--- config.mk ---
export PLATFORM = sky130hd
export DESIGN_NAME = seven_segment_chain_driver_unit
export DESIGN_NICKNAME = d
export VERILOG_FILES = /design/src/rtl/sscd_pkg.sv /design/src/rtl/sscd_front.sv /design/src/rtl/sscd_queue.sv /design/src/rtl/sscd_back.sv /design/src/rtl/seven_segment_chain_driver_unit.sv
export SDC_FILE = /design/constraint.sdc
export NUM_CORES = 1
export LEC_CHECK = 0
export BUFFER_PORTS_ARGS = -buffer_cell sky130_fd_sc_hd__buf_2
export CORE_AREA = 2 2 97 99
export CTS_CLUSTER_SIZE = 8
export DETAILED_ROUTE_END_ITERATION = 7
export DIE_AREA = 0 0 99 101
export SKIP_CTS_REPAIR_TIMING = 1
export SYNTH_ARGS = -nofsm -noshare
export SYNTH_HDL_FRONTEND = slang
export SYNTH_HIERARCHICAL = 1
export SYNTH_SLANG_ARGS = --single-unit
--- constraint.sdc ---
create_clock -name clk -period 1.9 [get_ports clk]
set_input_delay 0.095 -clock clk [delete_from_list [all_inputs] [get_ports clk]]
set_output_delay 0.095 -clock clk [all_outputs]
set_load 0.1 [all_outputs]
--- src/rtl/sscd_pkg.sv ---
// Shared types, codes and the digit decode for the seven-segment chain driver.
// No dependencies.
package sscd_pkg;

    localparam logic [1:0] MODE_SET     = 2'd0;
    localparam logic [1:0] MODE_BLANK   = 2'd1;
    localparam logic [1:0] MODE_REFRESH = 2'd2;

    localparam int BITS_PER_DISPLAY = 8;
    localparam int BIT_W            = 3;
    localparam int QUEUE_DEPTH      = 2;
    localparam int PTR_W            = 1;
    localparam int CNT_W            = 2;

    localparam logic [7:0] BLANK_PATTERN = 8'h00;
    localparam logic [7:0] DP_BIT        = 8'h01;

    localparam logic [7:0] DIGIT_PATTERNS [10] = '{
        8'hFC, 8'h60, 8'hDA, 8'hF2, 8'h66, 8'hB6, 8'hBE, 8'hE0, 8'hFE, 8'hE6
    };

    // one classified command headed for the back end
    typedef struct packed {
        logic       refresh;
        logic [2:0] position;
        logic [7:0] pattern;
    } cmd_t;

    function automatic logic [7:0] decode_digit(input logic [3:0] digit, input logic dp);
        logic [7:0] pat;
        pat = BLANK_PATTERN;
        if (digit < 4'd10)
        begin
            pat = DIGIT_PATTERNS[digit];
        end
        if (dp)
        begin
            pat = pat | DP_BIT;
        end
        return pat;
    endfunction

endpackage

--- src/rtl/sscd_front.sv ---
// Front end: accepts input transactions, decodes digits and drops no-op items.
// Depends on sscd_pkg.
module sscd_front #(
    parameter int DISPLAYS = 4
) (
    input  logic                in_valid,
    output logic                in_stall,
    input  logic [1:0]          mode,
    input  logic [2:0]          position,
    input  logic [3:0]          digit,
    input  logic                point,
    input  logic                q_full,
    output logic                push,
    output sscd_pkg::cmd_t      push_cmd
);

    logic in_range;
    logic keep;

    assign in_range = (int'(position) < DISPLAYS);
    assign in_stall = q_full;

    always_comb
    begin
        push_cmd.refresh  = 1'b0;
        push_cmd.position = position;
        push_cmd.pattern  = sscd_pkg::BLANK_PATTERN;
        keep              = 1'b0;
        unique case (mode)
            sscd_pkg::MODE_SET:
            begin
                push_cmd.pattern = sscd_pkg::decode_digit(digit, point);
                keep             = in_range;
            end
            sscd_pkg::MODE_BLANK:
            begin
                keep = in_range;
            end
            sscd_pkg::MODE_REFRESH:
            begin
                push_cmd.refresh = 1'b1;
                keep             = 1'b1;
            end
            default:
            begin
                keep = 1'b0;
            end
        endcase
    end

    // out-of-range and unused-mode items are accepted and discarded
    assign push = in_valid && !q_full && keep;

endmodule

--- src/rtl/sscd_queue.sv ---
// Two-entry command queue between front and back end.
// Depends on sscd_pkg.
module sscd_queue (
    input  logic            clk,
    input  logic            rst_n,
    input  logic            push,
    input  sscd_pkg::cmd_t  push_cmd,
    output logic            full,
    input  logic            pop,
    output logic            not_empty,
    output sscd_pkg::cmd_t  pop_cmd
);

    sscd_pkg::cmd_t                  entries_reg [sscd_pkg::QUEUE_DEPTH];
    logic [sscd_pkg::PTR_W-1:0]      wr_ptr_reg, wr_ptr_next;
    logic [sscd_pkg::PTR_W-1:0]      rd_ptr_reg, rd_ptr_next;
    logic [sscd_pkg::CNT_W-1:0]      count_reg, count_next;

    assign full      = (count_reg == sscd_pkg::CNT_W'(sscd_pkg::QUEUE_DEPTH));
    assign not_empty = (count_reg != '0);
    assign pop_cmd   = entries_reg[rd_ptr_reg];

    always_comb
    begin
        wr_ptr_next = wr_ptr_reg;
        rd_ptr_next = rd_ptr_reg;
        count_next  = count_reg;
        if (push)
        begin
            wr_ptr_next = wr_ptr_reg + 1'b1;
        end
        if (pop)
        begin
            rd_ptr_next = rd_ptr_reg + 1'b1;
        end
        if (push && !pop)
        begin
            count_next = count_reg + 1'b1;
        end
        else if (pop && !push)
        begin
            count_next = count_reg - 1'b1;
        end
    end

    always_ff @(posedge clk or negedge rst_n)
    begin
        if (!rst_n)
        begin
            wr_ptr_reg <= '0;
            rd_ptr_reg <= '0;
            count_reg  <= '0;
        end
        else
        begin
            wr_ptr_reg <= wr_ptr_next;
            rd_ptr_reg <= rd_ptr_next;
            count_reg  <= count_next;
        end
    end

    always_ff @(posedge clk)
    begin
        if (push)
        begin
            entries_reg[wr_ptr_reg] <= push_cmd;
        end
    end

endmodule

--- src/rtl/sscd_back.sv ---
// Back end: holds the segment patterns, applies writes and serializes refreshes.
// Depends on sscd_pkg.
module sscd_back #(
    parameter int DISPLAYS = 4
) (
    input  logic            clk,
    input  logic            rst_n,
    input  logic            q_not_empty,
    input  sscd_pkg::cmd_t  q_cmd,
    output logic            pop,
    output logic            out_valid,
    input  logic            out_stall,
    output logic            serial_bit,
    output logic            shift_pulse,
    output logic            latch_pulse,
    output logic            last
);

    localparam int DISP_W = (DISPLAYS > 1) ? $clog2(DISPLAYS) : 1;

    localparam logic [1:0] ST_IDLE  = 2'd0;
    localparam logic [1:0] ST_SHIFT = 2'd1;
    localparam logic [1:0] ST_LATCH = 2'd2;

    logic [7:0]                      patterns_reg [DISPLAYS];
    logic [1:0]                      state_reg, state_next;
    logic [DISP_W-1:0]               disp_reg, disp_next;
    logic [sscd_pkg::BIT_W-1:0]      bit_reg, bit_next;
    logic                            out_valid_reg, out_valid_next;
    logic                            serial_bit_reg, serial_bit_next;
    logic                            shift_reg, shift_next;
    logic                            latch_reg, latch_next;
    logic                            out_free;
    logic                            wr_en;

    assign out_free    = !out_valid_reg || !out_stall;
    assign out_valid   = out_valid_reg;
    assign serial_bit  = serial_bit_reg;
    assign shift_pulse = shift_reg;
    assign latch_pulse = latch_reg;
    assign last        = latch_reg;

    always_comb
    begin
        state_next      = state_reg;
        disp_next       = disp_reg;
        bit_next        = bit_reg;
        out_valid_next  = out_valid_reg && out_stall;
        serial_bit_next = serial_bit_reg;
        shift_next      = shift_reg;
        latch_next      = latch_reg;
        pop             = 1'b0;
        wr_en           = 1'b0;
        unique case (state_reg)
            ST_IDLE:
            begin
                if (q_not_empty)
                begin
                    pop = 1'b1;
                    if (q_cmd.refresh)
                    begin
                        state_next = ST_SHIFT;
                        disp_next  = DISP_W'(DISPLAYS - 1);
                        bit_next   = '0;
                    end
                    else
                    begin
                        wr_en = 1'b1;
                    end
                end
            end
            ST_SHIFT:
            begin
                if (out_free)
                begin
                    out_valid_next  = 1'b1;
                    serial_bit_next = patterns_reg[disp_reg][bit_reg];
                    shift_next      = 1'b1;
                    latch_next      = 1'b0;
                    bit_next        = bit_reg + 1'b1;
                    // last display first, LSB first within a display
                    if (bit_reg == sscd_pkg::BIT_W'(sscd_pkg::BITS_PER_DISPLAY - 1))
                    begin
                        if (disp_reg == '0)
                        begin
                            state_next = ST_LATCH;
                        end
                        else
                        begin
                            disp_next = disp_reg - 1'b1;
                        end
                    end
                end
            end
            ST_LATCH:
            begin
                if (out_free)
                begin
                    out_valid_next  = 1'b1;
                    serial_bit_next = 1'b0;
                    shift_next      = 1'b0;
                    latch_next      = 1'b1;
                    state_next      = ST_IDLE;
                end
            end
            default:
            begin
                state_next = ST_IDLE;
            end
        endcase
    end

    always_ff @(posedge clk or negedge rst_n)
    begin
        if (!rst_n)
        begin
            state_reg     <= ST_IDLE;
            disp_reg      <= '0;
            bit_reg       <= '0;
            out_valid_reg <= 1'b0;
        end
        else
        begin
            state_reg     <= state_next;
            disp_reg      <= disp_next;
            bit_reg       <= bit_next;
            out_valid_reg <= out_valid_next;
        end
    end

    always_ff @(posedge clk)
    begin
        serial_bit_reg <= serial_bit_next;
        shift_reg      <= shift_next;
        latch_reg      <= latch_next;
    end

    always_ff @(posedge clk or negedge rst_n)
    begin
        if (!rst_n)
        begin
            for (int i = 0; i < DISPLAYS; i++)
            begin
                patterns_reg[i] <= sscd_pkg::BLANK_PATTERN;
            end
        end
        else if (wr_en)
        begin
            patterns_reg[q_cmd.position[DISP_W-1:0]] <= q_cmd.pattern;
        end
    end

endmodule

--- src/rtl/seven_segment_chain_driver_unit.sv ---
// Channel   Handshake            Payload
// in        in_valid / in_stall  mode, position, digit, point
// out       out_valid/ out_stall serial_bit, shift_pulse, latch_pulse, last
//
// Set and blank transactions give no result.
// A refresh dequeues its command, then the single serializer gives DISPLAYS*8
// shift results and one latch result.
// Reset clears all segment patterns to blank and empties the command queue.
// A two-entry queue lets input transactions be taken while a refresh runs;
// in_stall rises only when it is full. out_stall freezes the serializer.
// Top level: front end, command queue and back end. Depends on sscd_pkg,
// sscd_front, sscd_queue and sscd_back.
module seven_segment_chain_driver_unit #(
    parameter int DISPLAYS = 4
) (
    input  logic       clk,
    input  logic       rst_n,
    input  logic       in_valid,
    output logic       in_stall,
    input  logic [1:0] mode,
    input  logic [2:0] position,
    input  logic [3:0] digit,
    input  logic       point,
    output logic       out_valid,
    input  logic       out_stall,
    output logic       serial_bit,
    output logic       shift_pulse,
    output logic       latch_pulse,
    output logic       last
);

    logic           q_full;
    logic           q_push;
    logic           q_pop;
    logic           q_not_empty;
    sscd_pkg::cmd_t push_cmd;
    sscd_pkg::cmd_t pop_cmd;

    sscd_front #(
        .DISPLAYS (DISPLAYS)
    ) u_front (
        .in_valid      (in_valid),
        .in_stall      (in_stall),
        .mode          (mode),
        .position      (position),
        .digit         (digit),
        .point         (point),
        .q_full        (q_full),
        .push          (q_push),
        .push_cmd      (push_cmd)
    );

    sscd_queue u_queue (
        .clk       (clk),
        .rst_n     (rst_n),
        .push      (q_push),
        .push_cmd  (push_cmd),
        .full      (q_full),
        .pop       (q_pop),
        .not_empty (q_not_empty),
        .pop_cmd   (pop_cmd)
    );

    sscd_back #(
        .DISPLAYS (DISPLAYS)
    ) u_back (
        .clk         (clk),
        .rst_n       (rst_n),
        .q_not_empty (q_not_empty),
        .q_cmd       (pop_cmd),
        .pop         (q_pop),
        .out_valid   (out_valid),
        .out_stall   (out_stall),
        .serial_bit  (serial_bit),
        .shift_pulse (shift_pulse),
        .latch_pulse (latch_pulse),
        .last        (last)
    );

endmodule

==> results of run 1 <==
## critical path, cell delays in order (launching register included)
cell and delay, ns:
dfrtp_2 0.39, buf_4 0.13, mux4_2 0.49, mux2_4 0.29
o311a_1 0.28
## layout by cell type (no fill, tap or decap), types with 4 or more instances in the layout
cell and instances:
clkbuf_8 10, mux2_2 39, buf_2 19, mux2i_1 5, dfrtp_1 42, xor2_1 4
nand2_1 7, edfxtp_1 25, a31oi_1 4, inv_1 16, nor2_1 8, mux4_1 5
mux2_4 9, ha_1 12, nand2b_1 6, buf_4 14
## power groups by stage
stage / combinational (uW) / sequential, uW / clock, uW
after floorplan: 1970 / 2640 / 0
after global placement: 2740 / 2440 / 0
after detailed placement: 2790 / 2450 / 0
after CTS: 2810 / 2420 / 1330
after global routing: 3110 / 2480 / 1410
final: 2860 / 2410 / 1290
## layout make-up
type | instances | area, um2 | area share [%]
Clock buffer | 11 | 141 | 3.50
Tap cell | 111 | 139 | 3.44
Multi-Input combinational cell | 143 | 1470 | 36.3
Inverter | 16 | 60.1 | 1.49
Timing Repair Buffer | 40 | 302 | 7.47
Clock inverter | 5 | 73.8 | 1.83
Sequential cell | 69 | 1850 | 46.0
## worst paths after layout
path	from	to	cells after the start
min in group asynchronous	rst_n	u_back/out_valid	2
max in group asynchronous	rst_n	u_back/patterns_reg[3]	3
max	u_back/disp_reg[0]	u_back/serial_bit	4
min reg2reg	u_queue/count_reg[1]	u_queue/count_reg[1]	1
min	mode[0]	u_queue/entries_reg[0][11]	2
max reg2reg	u_back/disp_reg[0]	u_back/serial_bit	4
## per-layer routing
| layer | vias up | GRT usage [%] | share of wire, % |
|---|---|---|---|
| li1 | 962 | - | - |
| met1 | 993 | 16.1 | 45 |
| met2 | 36 | 21.8 | 49 |
| met3 | 12 | 2.64 | 3.0 |
| met4 | 0 | 7.59 | 2.8 |
| met5 | - | 0 | 0 |
## per-stage QoR
stage	setup slack, ns	std cells
floorplan	0.0224	238
global placement	0.0646	374
detailed placement	-0.00503	374
CTS	-0.0318	390
global route	0.00791	395
finish	0.0794	395
==> impl_metrics.json, run 1 <==
{
  "tns_ns": 0,
  "drive_above_1_share_pct": 39.4,
  "p_int_uw": 4240,
  "switching_share_pct": 35.5,
  "root_buffer": "clkbuf_8",
  "synth_cells": 238,
  "fin_area_um2": 4040,
  "antenna_found_initial": 0,
  "drv_slew": 0,
  "num_vias": 2003,
  "setup_viol": 0,
  "drt-total-wl_um": 5900,
  "initial_utilization_pct": 38.3,
  "fp.coreArea_um2": 8980,
  "cts_num_sinks": 69,
  "dp_hpwl_um": 4220,
  "dr.pass1.iters": 4,
  "required_ns": 1.99,
  "holdWs_ns": 0.0690,
  "portBuffers": 19,
  "ant_nets": 0,
  "largest_register_ffs": 32,
  "power_density_nw_per_um2": 1630,
  "die_h_um": 101,
  "wl_per_cell_um": 14.9,
  "grt-ovfl-total": 0,
  "h-tree-depth": 3,
  "critPathKind": "reg -> reg",
  "hp-class": "in -> reg",
  "endpoint_kind": "register",
  "fmax_mhz": 549,
  "die_width_um": 99,
  "n_antenna_cell": 0,
  "drc_errors": 0,
  "drt_iter0_markers": 70,
  "power_uw": 6570,
  "slew_headroom_pct": 49.4,
  "synth_warnings": 6,
  "syn_to_final_growth_pct": 17.4,
  "grt_pass1_wl_um": 10100,
  "final_nets": 306,
  "mappedNetlistArea_um2": 3440,
  "worst_pin_slew_ns": 0.760,
  "status": "completed",
  "pwr-share-comb_pct": 43.6,
  "grt_setup_unrepaired": "no",
  "rows": 35,
  "fill_cells": 815,
  "postSynthAreaPerCell_um2": 14.4,
  "critPathLaunchType": "register",
  "clk_pin_slew_worst_paths_ns": 0.07,
  "pwr-share-clk_pct": 19.7,
  "fin_util_pct": 44.9,
  "ir_drop_mv": 0.470,
  "maxCapViolCount": 0,
  "io_pins": 20,
  "period_share_pct": 95.8,
  "rrSetupSlack_ns": 0.08,
  "worstSkewPairLatency_ns": 0.34,
  "grt_pass1_vias": 2041,
  "hold_viol": 0,
  "track_usage_pct": 13.2,
  "avgViaCountPerCell": 5.07,
  "numCtsBuffers": 9,
  "leakage_uw": 0.00175,
  "grt_start_max_net_pins": 35,
  "placed_area_um2": 3760,
  "gp_congestion": 0.776,
  "skew_ns": 0.00912,
  "cp.arrival_ns": 1.91,
  "seq_power_share_pct": 36.7,
  "synth_nets": 265,
  "p_switching_uw": 2330,
  "cts_tree": "yes",
  "cts_buffer_depth": 2,
  "fin_crit_ns": 1.82,
  "dieArea_um2": 10000,
  "path_max_fanout": 3
}
(Power assumes the default switching activity.)
==> run 2: changes to the inputs <==
--- a/config.mk
+++ b/config.mk
@@ -6,10 +6,11 @@
 export NUM_CORES = 1
 export LEC_CHECK = 0
 export BUFFER_PORTS_ARGS = -buffer_cell sky130_fd_sc_hd__buf_2
-export CORE_AREA = 2 2 97 99
+export CORE_AREA = 2 2 84 86
 export CTS_CLUSTER_SIZE = 8
 export DETAILED_ROUTE_END_ITERATION = 7
-export DIE_AREA = 0 0 99 101
+export DIE_AREA = 0 0 86 88
+export PLACE_DENSITY = 0.74
 export SKIP_CTS_REPAIR_TIMING = 1
 export SYNTH_ARGS = -nofsm -noshare
 export SYNTH_HDL_FRONTEND = slang
==> run 2 against run 1 <==
  * Clock power is 4% lower
  * Die area is 24% lower
  * Sequential power about the same
  * Sequential cell count unchanged
  * Fmax grew 0.13%
  * Total power shrank 1.2%
  * Largest power group unchanged
  * Core utilization up 15 points
  * First-iteration DRC count up 110%
  * Register-to-register slack barely moved
==> impl_metrics.json, run 2 (synthesis gave the netlist of run 1 again) <==
{
  "h-tree-depth": 3,
  "rows": 30,
  "endpoint_kind": "register",
  "drive_above_1_share_pct": 37.5,
  "fp.coreArea_um2": 6640,
  "dr.pass1.iters": 4,
  "drc_errors": 0,
  "critPathKind": "reg -> reg",
  "grt-ovfl-total": 0,
  "drt_iter0_markers": 150,
  "cts_tree": "yes",
  "largest_register_ffs": 32,
  "track_usage_pct": 16.8,
  "root_buffer": "clkbuf_8",
  "period_share_pct": 95.7,
  "hp-class": "in -> reg",
  "final_cell_mix": "dfrtp_1 (43), mux2_2 (39), edfxtp_1 (25), buf_2 (19), inv_1 (16)",
  "min_path_cells": 3,
  "numCtsBuffers": 9,
  "wl_per_cell_um": 15.7,
  "cp.arrival_ns": 1.91,
  "initial_utilization_pct": 51.8,
  "ant_nets": 0,
  "die_h_um": 88,
  "grt_pass1_wl_um": 9520,
  "seqCellArea_um2": 1850,
  "slew_headroom_pct": 63.3,
  "path_max_fanout": 3,
  "n_antenna_cell": 0,
  "antenna_found_initial": 0,
  "num_vias": 2014,
  "required_ns": 1.99,
  "crit_path_start": "u_back/disp_reg[0]",
  "dieArea_um2": 7570,
  "portBuffers": 19,
  "reg2reg_to": "u_back/serial_bit",
  "maxCapViolCount": 0,
  "critPathLaunchType": "register",
  "tns_ns": 0,
  "cts_num_sinks": 69,
  "clk_pin_slew_worst_paths_ns": 0.07,
  "dp_hpwl_um": 4070,
  "fmax_mhz": 550,
  "ir_drop_mv": 0.701,
  "fin_util_pct": 59.8,
  "grt_start_max_net_pins": 45,
  "rrSetupSlack_ns": 0.08,
  "rr_worst_depth": 4,
  "setup_viol": 0,
  "drt-total-wl_um": 5700,
  "avgViaCountPerCell": 5.55,
  "leakage_uw": 0.00174,
  "status": "completed",
  "die_width_um": 86,
  "worst_pin_slew_ns": 0.551,
  "gp_congestion": 0.761,
  "drv_slew": 0,
  "fill_cells": 531,
  "power_density_nw_per_um2": 1630,
  "grt_setup_unrepaired": "no",
  "min_to": "u_back/out_valid",
  "multi_input_area_um2": 1460,
  "hold_viol": 0,
  "fin_crit_ns": 1.82,
  "grt_pass1_vias": 2052,
  "hold_start": "out_stall",
  "cts_buffer_depth": 2,
  "worstSkewPairLatency_ns": 0.34,
  "io_pins": 20,
  "reg2reg_from": "u_back/disp_reg[0]",
  "syn_to_final_growth_pct": 15.6,
  "layout_commonest_cell": "dfrtp_1",
  "final_nets": 305,
  "skew_ns": 0.00739
}
run 2: cell types whose count changed in the layout (fill, tap and decap cells not counted), sizes merged:
cell    previous run  this run
buf               37        36
clkbuf            11        10
clkinv             3         4
run 2: worst max-delay path, cell delays in order, from the launching register on:
cell and delay [ns]:
dfrtp_1 0.40, buf_4 0.13, mux4_2 0.49, mux2_4 0.27
o311a_1 0.28
run 2: metal layers:
layer  routed length (um)  vias up  GRT usage [%]  share of wire [%]
met1                 2580     1014           19.6                 45
met3                  157        6           5.09                2.8
met5                    0        -              0                  0
li1                     -      962              -                  -
met2                 2890       32           28.5                 51
met4                   82        0           7.94                1.4
run 2: final cells by class:
cell class	count	share of cell area, %
inverters	16	1.51
clock inverters	6	1.95
multi-input cells	143	36.8
repair buffers	39	7.40
flip-flops and latches	69	46.6
well taps	80	2.52
clock buffers	10	3.21
run 2: worst max-delay path by stage:
stage                                         end  cells past startpoint
final                           u_back/serial_bit                      4
after floorplan           u_back/patterns_reg[10]                      4
after global placement          u_back/serial_bit                      5
after detailed placement        u_back/serial_bit                      5
after CTS                       u_back/serial_bit                      5
after global routing       u_back/patterns_reg[8]                      6
run 2: report_power, final:
part	internal, uW	total, uW	switching (uW)
sequential	2120	2430	309
clock	726	1240	515
combinational	1330	2820	1480
run 2: metrics by stage:
step | total power, uW | instances | hold WS [ns] | instance area, um2 | setup WS, ns
6_report | 6490 | 363 | 0.0694 | 3970 | 0.0819
5_1_grt | 6900 | 363 | 0.0552 | 3970 | 0.00382
4_1_cts | 6520 | 359 | -0.173 | 3930 | 0.0716
3_5_place_dp | 5250 | 343 | 0.204 | 3720 | 0.0816
2_1_floorplan | 4620 | 238 | -0.201 | 3450 | 0.0224
3_3_place_gp | 5160 | 343 | 0.203 | 3720 | 0.116
==> run 3: changes to the inputs <==
--- a/config.mk
+++ b/config.mk
@@ -7,6 +7,7 @@
 export LEC_CHECK = 0
 export BUFFER_PORTS_ARGS = -buffer_cell sky130_fd_sc_hd__buf_2
 export CORE_AREA = 2 2 84 86
+export CTS_BUF_LIST = sky130_fd_sc_hd__clkbuf_2
 export CTS_CLUSTER_SIZE = 8
 export DETAILED_ROUTE_END_ITERATION = 7
 export DIE_AREA = 0 0 86 88
==> run 3 against run 2 <==
  * Via count increased by 1.2%
  * Sequential share of layout area increased by 0.30 points
  * Clock power decreased by 26%
  * Worst setup slack got worse by 0.011 ns
  * Global-route usage decreased by 0.28 points
  * Sequential cell count unchanged
  * Final area decreased by 0.63%
==> impl_metrics.json, run 3 (synthesis gave the netlist of run 1 again) <==
{
  "drt_iter0_markers": 181,
  "io_pins": 20,
  "n_antenna_cell": 0,
  "grt_setup_unrepaired": "yes",
  "leakage_uw": 0.00174,
  "required_ns": 2.14,
  "slowest_delay_ns": 0.49,
  "final_nets": 310,
  "grt_pass1_vias": 2041,
  "num_vias": 2039,
  "track_usage_pct": 16.5,
  "drive_above_1_share_pct": 37.5,
  "critPathKind": "reg -> reg",
  "gp_congestion": 0.761,
  "fin_util_pct": 59.4,
  "dr.pass1.iters": 4,
  "die_width_um": 86,
  "fmax_mhz": 547,
  "ir_drop_mv": 0.643,
  "path_delay_family": "multiplexers",
  "endpoint_kind": "register",
  "final_cells": 368,
  "grt_pass1_wl_um": 9470,
  "final_cell_mix": "dfrtp_1 (43), mux2_2 (39), edfxtp_1 (25), buf_2 (19), inv_1 (16)",
  "setup_slack_ns": 0.0706,
  "power_density_nw_per_um2": 1560,
  "antenna_found_initial": 0,
  "fp.coreArea_um2": 6640,
  "dieArea_um2": 7570,
  "path_max_fanout": 3,
  "p_switching_uw": 2290,
  "drt-total-wl_um": 5720,
  "largest_register_ffs": 32,
  "worstSkewPairLatency_ns": 0.48,
  "syn_to_final_growth_pct": 14.8,
  "hp-class": "in -> reg",
  "cts_buffer_depth": 2,
  "wl_per_cell_um": 15.5,
  "slew_headroom_pct": 63.4,
  "portBuffers": 19,
  "fin_crit_ns": 1.83,
  "cts_num_sinks": 69,
  "cp_cell_sequence": "buf_4, mux4_2, mux2_4, o311a_1",
  "maxCapViolCount": 0,
  "clk_pin_slew_worst_paths_ns": 0.18,
  "rows": 30,
  "pwr-share-comb_pct": 45.9,
  "root_buffer": "clkbuf_2",
  "skew_ns": 0.0217,
  "status": "completed",
  "avgViaCountPerCell": 5.54,
  "dp_hpwl_um": 4070,
  "p_int_uw": 3890,
  "dpl.cell_count": 343,
  "ant_nets": 0,
  "period_share_pct": 96.3,
  "crit_buf_inv": 1,
  "fin_area_um2": 3950,
  "numCtsBuffers": 9,
  "layout_commonest_cell": "dfrtp_1",
  "initial_utilization_pct": 51.8,
  "die_h_um": 88,
  "placed_area_um2": 3720,
  "cp_slowest_cell": "mux4_2",
  "drc_errors": 0,
  "critPathLaunchType": "register",
  "h-tree-depth": 3,
  "grt-ovfl-total": 0,
  "pwr-share-clk_pct": 14.9,
  "worst_pin_slew_ns": 0.549,
  "grt_start_max_net_pins": 45,
  "place_ws_ns": 0.0816,
  "tns_ns": 0,
  "switching_share_pct": 37.0,
  "setup_viol": 0,
  "drv_slew": 0,
  "cp.arrival_ns": 2.07,
  "hold_viol": 0,
  "cts_tree": "yes",
  "seq_power_share_pct": 39.2
}
## run 3: cell count changes in the layout (fill, tap and decap cells not counted)
cell           previous run  this run
clkbuf_2                  0        10
clkbuf_8                  9         0
dlygate4sd3_1             3         8
clkbuf_1                  1         0
ha_1                     13        12
ha_2                      0         1
## run 3: per-stage QoR
step	hold slack, ns	total power (uW)
global route	0.00333	6570
detailed placement	0.204	5250
CTS	-0.366	6170
finish	0.000450	6170
global placement	0.203	5160
floorplan	-0.201	4620
## run 3: final cells by class
type                    count  area (um2)
inverters                  16        60.1
multi-input cells         143        1460
flip-flops and latches     69        1850
clock buffers              10        50.0
repair buffers             44         344
clock inverters             6        77.6
fillers                   532        2700
well taps                  80         100
## run 3: worst min-delay path, delay by kind of cell
family	cells	cell delay, ns
xor gates and xnor gates	1	0.09
buffers and inverters	1	0.08
AOI/OAI and AO/OA	1	0.20
## run 3: power groups by stage
| stage | sequential, uW | clock [uW] | combinational (uW) |
|---|---|---|---|
| 2_1_floorplan | 2640 | 0 | 1970 |
| 3_3_place_gp | 2430 | 0 | 2730 |
| 3_5_place_dp | 2450 | 0 | 2800 |
| 4_1_cts | 2420 | 949 | 2800 |
| 5_1_grt | 2480 | 1000 | 3080 |
| 6_report | 2420 | 921 | 2830 |
## run 3: final timing paths
kind | from | endpoint | slack, ns | depth (start not counted)
min | in_valid | u_queue/wr_ptr_reg | 0.0005 | 3
min reg2reg | u_queue/count_reg[1] | u_queue/count_reg[1] | 0.50 | 1
max | u_back/disp_reg[0] | u_back/serial_bit | 0.07 | 4
max in group asynchronous | rst_n | u_back/patterns_reg[26] | 1.30 | 3
min in group asynchronous | rst_n | u_back/state_reg[1] | 0.20 | 3
max reg2reg | u_back/disp_reg[0] | u_back/serial_bit | 0.07 | 4
## run 3: routing by layer
metal | global-route usage (%) | share of wire [%] | vias to the layer above
met2 | 28.0 | 51 | 50
li1 | - | - | 974
met3 | 3.11 | 3.3 | 13
met1 | 20.1 | 44 | 1002
met4 | 8.80 | 2.1 | 0
met5 | 0 | 0 | -
